## src/hdl/erma_pkg.sv

```systemverilog
// ----------------------------------------------------------------------------
// erma_pkg
// Shared types and constants of the echo range moving average block.
// ----------------------------------------------------------------------------
package erma_pkg;

   // default sizes
   localparam int WINDOW_DEF   = 8;
   localparam int CHANNELS_DEF = 4;

   // distance codes
   localparam logic [9:0]  NO_ECHO       = 10'd999;
   localparam logic [9:0]  MAX_DIST      = 10'd998;
   localparam logic [15:0] TIMEOUT_RESET = 16'd20000;

   // floor(w*17/1000) as (w * RECIP_K) >> RECIP_SHIFT, exact for 16-bit w
   localparam int          RECIP_SHIFT = 30;
   localparam logic [24:0] RECIP_K     = 25'd18253614;

   // input item
   typedef struct packed {
      logic [1:0]  sensor_channel;
      logic [15:0] echo_width_us;
   } req_type;

   // result item
   typedef struct packed {
      logic [1:0] channel_out;
      logic [9:0] raw_distance_cm;
      logic [9:0] filtered_distance_cm;
      logic [3:0] valid_entries;
   } rsp_type;

   // classified item passed from front to back
   typedef struct packed {
      logic [1:0] channel;
      logic [9:0] raw_cm;
   } cls_type;

   // queue handshake between front, queue and back
   typedef struct packed {
      logic push;
      logic full;
   } q_wr_type;

   typedef struct packed {
      logic pop;
      logic empty;
   } q_rd_type;

endpackage

```

## src/hdl/erma_ram.sv

```systemverilog
// ----------------------------------------------------------------------------
// erma_ram
// Generic single write port, single read port RAM with registered read data.
// ----------------------------------------------------------------------------
module erma_ram #(
   parameter  int WIDTH  = 10,
   parameter  int DEPTH  = 32,
   localparam int ADDR_W = (DEPTH > 1) ? $clog2(DEPTH) : 1
) (
   input  logic              clock,
   input  logic              wr_en,
   input  logic [ADDR_W-1:0] wr_addr,
   input  logic [WIDTH-1:0]  wr_data,
   input  logic [ADDR_W-1:0] rd_addr,
   output logic [WIDTH-1:0]  rd_data
);

   logic [WIDTH-1:0] mem [DEPTH];
   logic [WIDTH-1:0] rd_data_ff;

   // write port
   always_ff @(posedge clock) begin
      if (wr_en) begin
         mem[wr_addr] <= wr_data;
      end
   end

   // registered read port
   always_ff @(posedge clock) begin
      rd_data_ff <= mem[rd_addr];
   end

   assign rd_data = rd_data_ff;

endmodule

```

## src/hdl/erma_front.sv

```systemverilog
// ----------------------------------------------------------------------------
// erma_front
// Accepts echo widths, holds the timeout register and converts each width
// into a raw distance or the no-echo mark.
// ----------------------------------------------------------------------------
module erma_front import erma_pkg::*; (
   input  logic        clock,
   input  logic        reset,
   input  logic        push,
   output logic        full,
   input  req_type     req_data,
   input  logic        csr_wr_en,
   input  logic [15:0] csr_wr_data,
   output q_wr_type    q_wr,
   input  logic        q_full,
   output cls_type     q_data
);

   localparam int PROD_W = 16 + 25;

   logic        stg_vld_ff, stg_vld_in;
   req_type     stg_ff;
   logic [15:0] timeout_ff;
   logic        accept;
   logic [PROD_W-1:0] prod;
   logic [10:0] dist_cm;
   logic [9:0]  raw_cm;

   // timeout register
   always_ff @(posedge clock) begin
      if (reset) begin
         timeout_ff <= TIMEOUT_RESET;
      end else if (csr_wr_en) begin
         timeout_ff <= csr_wr_data;
      end
   end

   // input stage: holds one item until the queue takes it
   assign full     = stg_vld_ff && q_full;
   assign accept   = push && !full;
   assign q_wr.push = stg_vld_ff && !q_full;
   assign q_wr.full = q_full;

   always_comb begin
      stg_vld_in = stg_vld_ff;
      if (accept) begin
         stg_vld_in = 1'b1;
      end else if (q_wr.push) begin
         stg_vld_in = 1'b0;
      end
   end

   always_ff @(posedge clock) begin
      if (reset) begin
         stg_vld_ff <= 1'b0;
      end else begin
         stg_vld_ff <= stg_vld_in;
      end
   end

   always_ff @(posedge clock) begin
      if (accept) begin
         stg_ff <= req_data;
      end
   end

   // width to centimetres by reciprocal multiply, saturated below the mark
   assign prod    = PROD_W'(stg_ff.echo_width_us) * PROD_W'(RECIP_K);
   assign dist_cm = prod[RECIP_SHIFT +: 11];

   always_comb begin
      if (stg_ff.echo_width_us == 16'd0 || stg_ff.echo_width_us > timeout_ff) begin
         raw_cm = NO_ECHO;
      end else if (dist_cm > 11'(MAX_DIST)) begin
         raw_cm = MAX_DIST;
      end else begin
         raw_cm = dist_cm[9:0];
      end
   end

   assign q_data.channel = stg_ff.sensor_channel;
   assign q_data.raw_cm  = raw_cm;

endmodule

```

## src/hdl/erma_queue.sv

```systemverilog
// ----------------------------------------------------------------------------
// erma_queue
// Two-entry queue between the front and the back.
// ----------------------------------------------------------------------------
module erma_queue import erma_pkg::*; (
   input  logic     clock,
   input  logic     reset,
   input  q_wr_type q_wr,
   input  cls_type  wr_data,
   output logic     q_full,
   input  logic     q_pop,
   output q_rd_type q_rd,
   output cls_type  rd_data
);

   cls_type    entry_ff [2];
   logic       wr_ptr_ff, wr_ptr_in;
   logic       rd_ptr_ff, rd_ptr_in;
   logic [1:0] count_ff, count_in;
   logic       do_push, do_pop;

   assign q_full     = (count_ff == 2'd2);
   assign q_rd.empty = (count_ff == 2'd0);
   assign q_rd.pop   = q_pop;
   assign do_push    = q_wr.push && !q_full;
   assign do_pop     = q_pop && !q_rd.empty;
   assign rd_data    = entry_ff[rd_ptr_ff];

   // pointer and fill level
   always_comb begin
      wr_ptr_in = do_push ? !wr_ptr_ff : wr_ptr_ff;
      rd_ptr_in = do_pop  ? !rd_ptr_ff : rd_ptr_ff;
      count_in  = count_ff;
      if (do_push && !do_pop) begin
         count_in = count_ff + 2'd1;
      end else if (do_pop && !do_push) begin
         count_in = count_ff - 2'd1;
      end
   end

   always_ff @(posedge clock) begin
      if (reset) begin
         wr_ptr_ff <= 1'b0;
         rd_ptr_ff <= 1'b0;
         count_ff  <= 2'd0;
      end else begin
         wr_ptr_ff <= wr_ptr_in;
         rd_ptr_ff <= rd_ptr_in;
         count_ff  <= count_in;
      end
   end

   // entry storage
   always_ff @(posedge clock) begin
      if (do_push) begin
         entry_ff[wr_ptr_ff] <= wr_data;
      end
   end

endmodule

```

## src/hdl/erma_back.sv

```systemverilog
// ----------------------------------------------------------------------------
// erma_back
// Writes each raw distance into its channel window, sums the valid window
// entries over a sweep and divides the sum by the count one bit per cycle.
// ----------------------------------------------------------------------------
module erma_back import erma_pkg::*; #(
   parameter int WINDOW   = WINDOW_DEF,
   parameter int CHANNELS = CHANNELS_DEF
) (
   input  logic     clock,
   input  logic     reset,
   input  q_rd_type q_rd,
   input  cls_type  q_data,
   output logic     q_pop,
   input  logic     pop,
   output logic     empty,
   output rsp_type  rsp_data
);

   localparam int IDX_W  = (WINDOW > 1) ? $clog2(WINDOW) : 1;
   localparam int CNT_W  = $clog2(WINDOW + 1);
   localparam int CH_W   = (CHANNELS > 1) ? $clog2(CHANNELS) : 1;
   localparam int SUM_W  = $clog2(WINDOW * 998 + 1);
   localparam int DIV_W  = $clog2(SUM_W);
   localparam int ADDR_W = CH_W + IDX_W;
   localparam int DEPTH  = 2 ** ADDR_W;

   typedef enum logic [4:0] {
      ST_IDLE  = 5'b00001,
      ST_WRITE = 5'b00010,
      ST_SCAN  = 5'b00100,
      ST_DIV   = 5'b01000,
      ST_DONE  = 5'b10000
   } back_state_type;

   back_state_type state_ff, state_in;

   logic [1:0]       chan_ff, chan_in;
   logic [CH_W-1:0]  ch_ff, ch_in;
   logic [9:0]       raw_ff, raw_in;
   logic [SUM_W-1:0] sum_ff, sum_in;
   logic [CNT_W-1:0] cnt_ff, cnt_in;
   logic [CNT_W-1:0] rem_ff, rem_in;
   logic [CNT_W-1:0] issue_ff, issue_in;
   logic [DIV_W-1:0] div_ff, div_in;
   logic             rd_vld_ff, rd_vld_in;
   logic [IDX_W-1:0] rd_idx_ff;
   logic [IDX_W-1:0] wp_ff [CHANNELS];
   logic [IDX_W-1:0] wp_in [CHANNELS];
   logic [CNT_W-1:0] fill_ff [CHANNELS];
   logic [CNT_W-1:0] fill_in [CHANNELS];
   logic             out_vld_ff, out_vld_in;
   rsp_type          out_ff, out_in;

   logic              ram_wr_en;
   logic [ADDR_W-1:0] ram_wr_addr;
   logic [ADDR_W-1:0] ram_rd_addr;
   logic [9:0]        ram_rd_data;
   logic [9:0]        entry_val;
   logic [CNT_W:0]    rem_sh;
   logic              div_ge;
   logic              present;

   assign present = (32'(q_data.channel) < CHANNELS);

   // window store
   erma_ram #(
      .WIDTH (10),
      .DEPTH (DEPTH)
   ) u_ram (
      .clock   (clock),
      .wr_en   (ram_wr_en),
      .wr_addr (ram_wr_addr),
      .wr_data (raw_ff),
      .rd_addr (ram_rd_addr),
      .rd_data (ram_rd_data)
   );

   assign ram_wr_en   = (state_ff == ST_WRITE);
   assign ram_wr_addr = {ch_ff, wp_ff[ch_ff]};
   assign ram_rd_addr = {ch_ff, issue_ff[IDX_W-1:0]};

   // entries beyond the fill level read as zero; the window RAM itself has no reset
   assign entry_val = (CNT_W'(rd_idx_ff) < fill_ff[ch_ff]) ? ram_rd_data : 10'd0;

   // one restoring divide step
   assign rem_sh = {rem_ff, sum_ff[SUM_W-1]};
   assign div_ge = (rem_sh >= {1'b0, cnt_ff});

   assign q_pop = (state_ff == ST_IDLE) && !q_rd.empty;

   // sequencer
   always_comb begin
      state_in   = state_ff;
      chan_in    = chan_ff;
      ch_in      = ch_ff;
      raw_in     = raw_ff;
      sum_in     = sum_ff;
      cnt_in     = cnt_ff;
      rem_in     = rem_ff;
      issue_in   = issue_ff;
      div_in     = div_ff;
      rd_vld_in  = 1'b0;
      wp_in      = wp_ff;
      fill_in    = fill_ff;
      out_vld_in = out_vld_ff;
      out_in     = out_ff;

      if (pop && out_vld_ff) begin
         out_vld_in = 1'b0;
      end

      case (state_ff)
         ST_IDLE: begin
            if (!q_rd.empty) begin
               chan_in = q_data.channel;
               ch_in   = CH_W'(q_data.channel);
               raw_in  = q_data.raw_cm;
               cnt_in  = '0;
               state_in = present ? ST_WRITE : ST_DONE;
            end
         end
         ST_WRITE: begin
            wp_in[ch_ff] = (wp_ff[ch_ff] == IDX_W'(WINDOW - 1)) ? '0 : wp_ff[ch_ff] + 1'b1;
            if (fill_ff[ch_ff] != CNT_W'(WINDOW)) begin
               fill_in[ch_ff] = fill_ff[ch_ff] + 1'b1;
            end
            sum_in   = '0;
            cnt_in   = '0;
            rem_in   = '0;
            issue_in = '0;
            div_in   = '0;
            state_in = ST_SCAN;
         end
         ST_SCAN: begin
            if (issue_ff != CNT_W'(WINDOW)) begin
               rd_vld_in = 1'b1;
               issue_in  = issue_ff + 1'b1;
            end
            if (rd_vld_ff) begin
               if (entry_val != NO_ECHO) begin
                  sum_in = sum_ff + SUM_W'(entry_val);
                  cnt_in = cnt_ff + 1'b1;
               end
               if (rd_idx_ff == IDX_W'(WINDOW - 1)) begin
                  state_in = ST_DIV;
               end
            end
         end
         ST_DIV: begin
            rem_in = div_ge ? CNT_W'(rem_sh - {1'b0, cnt_ff}) : CNT_W'(rem_sh);
            sum_in = {sum_ff[SUM_W-2:0], div_ge};
            div_in = div_ff + 1'b1;
            if (div_ff == DIV_W'(SUM_W - 1)) begin
               state_in = ST_DONE;
            end
         end
         ST_DONE: begin
            if (!out_vld_ff) begin
               out_in.channel_out          = chan_ff;
               out_in.raw_distance_cm      = raw_ff;
               out_in.filtered_distance_cm = (cnt_ff == '0) ? NO_ECHO : 10'(sum_ff);
               out_in.valid_entries        = 4'(cnt_ff);
               out_vld_in = 1'b1;
               state_in   = ST_IDLE;
            end
         end
         default: begin
            state_in = ST_IDLE;
         end
      endcase
   end

   // control state
   always_ff @(posedge clock) begin
      if (reset) begin
         state_ff   <= ST_IDLE;
         rd_vld_ff  <= 1'b0;
         out_vld_ff <= 1'b0;
         for (int i = 0; i < CHANNELS; i++) begin
            wp_ff[i]   <= '0;
            fill_ff[i] <= '0;
         end
      end else begin
         state_ff   <= state_in;
         rd_vld_ff  <= rd_vld_in;
         out_vld_ff <= out_vld_in;
         wp_ff      <= wp_in;
         fill_ff    <= fill_in;
      end
   end

   // datapath registers
   always_ff @(posedge clock) begin
      chan_ff   <= chan_in;
      ch_ff     <= ch_in;
      raw_ff    <= raw_in;
      sum_ff    <= sum_in;
      cnt_ff    <= cnt_in;
      rem_ff    <= rem_in;
      issue_ff  <= issue_in;
      div_ff    <= div_in;
      rd_idx_ff <= issue_ff[IDX_W-1:0];
      out_ff    <= out_in;
   end

   assign empty    = !out_vld_ff;
   assign rsp_data = out_ff;

endmodule

```

## src/hdl/echo_range_moving_average.sv

```systemverilog
// ----------------------------------------------------------------------------
// echo_range_moving_average
// Converts ultrasonic echo widths into distances and filters each channel
// with a moving average that skips no-echo samples.
// ----------------------------------------------------------------------------
// Usage:
//   Input queue side: drive req_data and raise push; the transfer happens on
//   a clock edge where push is high and full is low. Result queue side: while
//   empty is low the oldest result is on rsp_data; raise pop to take it.
//   csr_wr_en with csr_wr_data writes the echo timeout; the user must do this
//   only while idle, as the block itself does not enforce it.
// Item flow:
//   An item passes the input stage register and a queue entry; the back
//   sequencer pops it in its idle state and then steps through its write,
//   scan, divide and done states. The back takes a new item only once the
//   last one has left the done state. The window sweep through the single
//   read port of the window RAM and the one-bit-per-cycle divider, over a
//   SUM_W-bit sum (13 at the default window of 8), set the time per item.
// Reset:
//   Synchronous, active high. Clears the timeout to 20000 us, all write
//   pointers and fill levels; windows read as zero until written.
// Stalls:
//   A waiting result holds in the output register; the input stage and a
//   two-entry queue keep accepting until they fill, then full rises.
// ----------------------------------------------------------------------------
module echo_range_moving_average import erma_pkg::*; #(
   parameter int WINDOW   = WINDOW_DEF,
   parameter int CHANNELS = CHANNELS_DEF
) (
   input  logic        clock,
   input  logic        reset,
   input  logic        push,
   output logic        full,
   input  req_type     req_data,
   output logic        empty,
   input  logic        pop,
   output rsp_type     rsp_data,
   input  logic        csr_wr_en,
   input  logic [15:0] csr_wr_data
);

   q_wr_type q_wr;
   q_rd_type q_rd;
   cls_type  q_wr_data;
   cls_type  q_rd_data;
   logic     q_full;
   logic     q_pop;

   // front: accept and classify
   erma_front u_front (
      .clock       (clock),
      .reset       (reset),
      .push        (push),
      .full        (full),
      .req_data    (req_data),
      .csr_wr_en   (csr_wr_en),
      .csr_wr_data (csr_wr_data),
      .q_wr        (q_wr),
      .q_full      (q_full),
      .q_data      (q_wr_data)
   );

   // decoupling queue
   erma_queue u_queue (
      .clock   (clock),
      .reset   (reset),
      .q_wr    (q_wr),
      .wr_data (q_wr_data),
      .q_full  (q_full),
      .q_pop   (q_pop),
      .q_rd    (q_rd),
      .rd_data (q_rd_data)
   );

   // back: window update, sum and divide
   erma_back #(
      .WINDOW   (WINDOW),
      .CHANNELS (CHANNELS)
   ) u_back (
      .clock    (clock),
      .reset    (reset),
      .q_rd     (q_rd),
      .q_data   (q_rd_data),
      .q_pop    (q_pop),
      .pop      (pop),
      .empty    (empty),
      .rsp_data (rsp_data)
   );

endmodule

```

## config.mk

```make
export PLATFORM = sky130hd
export DESIGN_NAME = echo_range_moving_average
export DESIGN_NICKNAME = d
export VERILOG_FILES = /design/src/hdl/erma_pkg.sv /design/src/hdl/erma_ram.sv /design/src/hdl/erma_front.sv /design/src/hdl/erma_queue.sv /design/src/hdl/erma_back.sv /design/src/hdl/echo_range_moving_average.sv
export SDC_FILE = /design/constraint.sdc
export NUM_CORES = 1
export LEC_CHECK = 0
export ABC_AREA = 0
export BUFFER_PORTS_ARGS = -buffer_cell sky130_fd_sc_hd__buf_2
export CAP_MARGIN = 30
export CORE_ASPECT_RATIO = 0.6
export CORE_MARGIN = 4
export CORE_UTILIZATION = 54
export DETAILED_ROUTE_END_ITERATION = 7
export HOLD_SLACK_MARGIN = 0.15
export PLACE_DENSITY = 0.7
export SYNTH_ARGS = -nofsm -noshare
export SYNTH_HDL_FRONTEND = slang
export SYNTH_HIERARCHICAL = 1
export SYNTH_SLANG_ARGS = --single-unit
```

## constraint.sdc

```tcl
create_clock -name clock -period 7.2 [get_ports clock]
set_clock_uncertainty 0.15 [all_clocks]
set_input_delay 0 -clock clock [delete_from_list [all_inputs] [get_ports clock]]
set_output_delay 0 -clock clock [all_outputs]
set_load 0.005 [all_outputs]
```

==> impl_metrics.yaml <==
clock_network:
  cts_root_buffer: "sky130_fd_sc_hd__clkbuf_16"
  cts_tree: "yes"
  clkSlewWorstSetupHoldPaths_ps: 70
  cts_max_level: 2
  cts_num_sinks: 499
  clock_path_buffers: 3
  cts_setup_buffers: 0
  postCtsResizedCells: 0
  cts_bufs_inserted: 45
  clock_insertion_delay_at_the_later_pin_of_the_skew_report_ps: 580
  cts_hold_buffers: 106
routing:
  remaining_drc_errors: 0
  vias: 17600
  dr.pass1.iters: 5
  via_per_inst: 5.86
  route.antenna.remaining_nets: 0
  avgRoutedWirePerCell_um: 23.0
  route.final.wire_length_mm: 69.1
  initialDrtViolationCount: 1633
floorplanning:
  floorplan.die.height_um: 183
  floorplan.rows: 63
  initial_utilization_pct: 55.2
  ios: 67
  core_region_area_um2: 49800
  die_w_um: 299
  design.die.area_um2: 54700
synth:
  postSynthAreaPerCell_um2: 13.0
  number_of_warnings_issued_by_yosys: 6
  syn-instance-count: 2107
  syn-cell-area_um2: 27500
  mappedNetlistNets: 2482
sta:
  rsz_0062_raised_after_global_routing: "false"
  period_share_pct: 93.5
  min_period_ps: 6730
  worstMarginPinSlew_ps: 1070
  finalHoldViolations: 0
  final_max_slew_viol_count: 0
  hold_slack_ps: 292
  finalSetupViolations: 0
  fin_setup_tns_ps: 0
  clock.fmax_mhz: 148
  max_slew_margin_vs_limit_pct: 28.5
pwr:
  power-per-cell-area_nw_per_um2: 430
  report.power.total_mw: 13.3
  vdd_drop_max_v: 0.000418
  total_leakage_power_nw: 12.8
placement:
  detailedPlacementHpwl_mm: 48.1
  globalplace.congestion: 0.994
  placed_cells_incl_taps: 2815
  place.port_buffers: 66
critical_path:
  worstReg2RegEnd: "u_queue/entry_ff[1][0]"
  worst_setup_path_end_kind: "flop"
  crit_fanout: 10
  arrival_time_at_the_worst_endpoint_ps: 6890
  r2r_setup_slack_ps: 470
  crit_type: "flop to flop"
  r2r_cells: 18
  crit_required_ps: 7350
  critical_path.startpoint_type: "flop"
  rr_startpoint: "u_front/stg_ff[14]"
run:
  timing.max_cap.violations: 0
finish:
  final_core_util_pct: 62.3
  synthToLayoutAreaGrowth_pct: 12.9
  layout.cells.non_filler: 3012
  num-fill-cells: 3767
  post_route_cells_drive_above_1_share_pct: 9.96
  final_nets: 2668
global_route:
  grt_start_max_net_pins: 122
  globalRouteOverflowTotal: 0
  grt_first_pass_wirelength_mm: 105
  via_count_of_the_first_global_routing_pass: 17500
  grt_util_all_layers_pct: 25.2
  antenna_violations_before_repair: 2
min_path:
  worst_hold_startpoint: "u_back/issue_ff[0]"
  min-delay-path-class: "flop to flop"
  timing.hold.worst_path_depth: 0
  hold-path-endpoint: "u_back/rd_idx_ff[0]"
outcome:
  run_status: "finished clean"
## worst max path at each step
stage,startpoint,endpoint,slack [ps]
detailed placement,u_front/stg_ff[14],u_queue/entry_ff[1][2],490
floorplan,u_front/stg_ff[14],u_queue/entry_ff[0][2],1130
finish,u_front/stg_ff[14],u_queue/entry_ff[1][0],470
CTS,u_front/stg_ff[14],u_queue/entry_ff[1][2],480
global route,u_front/stg_ff[14],u_queue/entry_ff[0][7],50
global placement,u_front/stg_ff[14],u_queue/entry_ff[0][2],600
## registers in the layout, summed over array words and instances, names as in the netlist, 3 cells and up, named ones only
| name | flops |
|---|---|
| u_back/u_ram/mem | 320 |
| u_back/rsp_data | 26 |
| u_front/timeout_ff | 16 |
| u_back/rd_idx_ff | 3 |
| u_back/rem_ff | 4 |
| u_queue/entry_ff | 24 |
| u_back/u_ram/rd_data | 10 |
| u_back/state_ff | 5 |
| u_back/issue_ff | 4 |
| u_back/raw_ff | 10 |
| u_front/stg_ff | 16 |
| u_back/cnt_ff | 4 |
| u_back/div_ff | 4 |
| u_back/wp_ff | 12 |
| u_back/fill_ff | 16 |
| u_back/sum_ff | 13 |
## routing by layer
| metal | part of all wire [%] | GRT usage (%) | up-vias |
|---|---|---|---|
| met2 | 39 | 34.3 | 807 |
| met1 | 47 | 39.2 | 8773 |
| met3 | 12 | 8.98 | 75 |
| met4 | 1.3 | 4.05 | 2 |
| li1 | - | - | 7992 |
| met5 | 0.016 | 0 | - |
## worst max-delay path, stage by stage (launching register included)
cell and delay, ps:
sky130_fd_sc_hd__edfxtp_1 600, sky130_fd_sc_hd__fa_1 630, sky130_fd_sc_hd__inv_1 60, sky130_fd_sc_hd__fa_1 490, sky130_fd_sc_hd__fa_1 520, sky130_fd_sc_hd__fa_1 540, sky130_fd_sc_hd__inv_1 50, sky130_fd_sc_hd__fa_1 530
sky130_fd_sc_hd__fa_1 500, sky130_fd_sc_hd__ha_1 380, sky130_fd_sc_hd__nand4_1 190, sky130_fd_sc_hd__o41ai_1 410, sky130_fd_sc_hd__a22oi_1 170, sky130_fd_sc_hd__a21oi_1 340, sky130_fd_sc_hd__nor2_1 90, sky130_fd_sc_hd__o21ai_1 220
sky130_fd_sc_hd__xor2_2 330, sky130_fd_sc_hd__nand2b_1 170, sky130_fd_sc_hd__o21bai_1 80
## area by class of cell
class	instances	area (um^2)	area share, %
well taps	682	853	2.75
inverters	243	912	2.94
clock inverters	27	323	1.04
flip-flops and latches	499	14300	46.0
clock buffers	56	1190	3.82
multi-input cells	1297	11800	38.0
diodes	1	2.50	0.00806
repair buffers	207	1680	5.41
## cells in the final DEF, fill, tap and decap left out, types with 8 or more instances in the layout
cell,instances
sky130_fd_sc_hd__nor2_1,127
sky130_fd_sc_hd__fa_1,115
sky130_fd_sc_hd__nor2b_1,11
sky130_fd_sc_hd__buf_2,66
sky130_fd_sc_hd__and3_1,8
sky130_fd_sc_hd__and2_1,12
sky130_fd_sc_hd__o21ai_1,9
sky130_fd_sc_hd__o21ai_0,41
sky130_fd_sc_hd__o211ai_1,11
sky130_fd_sc_hd__clkbuf_16,45
sky130_fd_sc_hd__clkbuf_1,9
sky130_fd_sc_hd__nand4_1,25
sky130_fd_sc_hd__nand3_1,45
sky130_fd_sc_hd__inv_1,243
sky130_fd_sc_hd__a21oi_1,72
sky130_fd_sc_hd__xor2_1,12
sky130_fd_sc_hd__buf_4,33
sky130_fd_sc_hd__mux2_2,12
sky130_fd_sc_hd__xnor2_1,16
sky130_fd_sc_hd__nand3b_1,11
sky130_fd_sc_hd__nand2_1,90
sky130_fd_sc_hd__nor3_2,11
sky130_fd_sc_hd__mux2i_1,195
sky130_fd_sc_hd__a211oi_1,10
sky130_fd_sc_hd__dlygate4sd3_1,106
sky130_fd_sc_hd__and2b_1,9
sky130_fd_sc_hd__dfxtp_1,70
sky130_fd_sc_hd__clkinv_1,10
sky130_fd_sc_hd__a31oi_1,14
sky130_fd_sc_hd__a22o_1,21
sky130_fd_sc_hd__or2_2,9
sky130_fd_sc_hd__edfxtp_1,429
sky130_fd_sc_hd__a22oi_1,42
sky130_fd_sc_hd__ha_1,221
sky130_fd_sc_hd__a21o_1,14
sky130_fd_sc_hd__nor3_1,18
## where the power goes
part           internal, mW  total, mW  leakage, nW  switching, mW
Combinational          2.58       7.12         7.61           4.54
Clock                  1.40       2.45        0.733           1.05
Sequential             3.63       3.77         4.45          0.142
## per-stage QoR
step | area (um^2) | worst slack [ps]
5_1_grt | 31000 | 46.8
3_5_place_dp | 28400 | 493
4_1_cts | 31000 | 485
3_3_place_gp | 28400 | 596
6_report | 31000 | 465
2_1_floorplan | 27500 | 1130
Note: power is estimated with default switching activity, not from simulation.
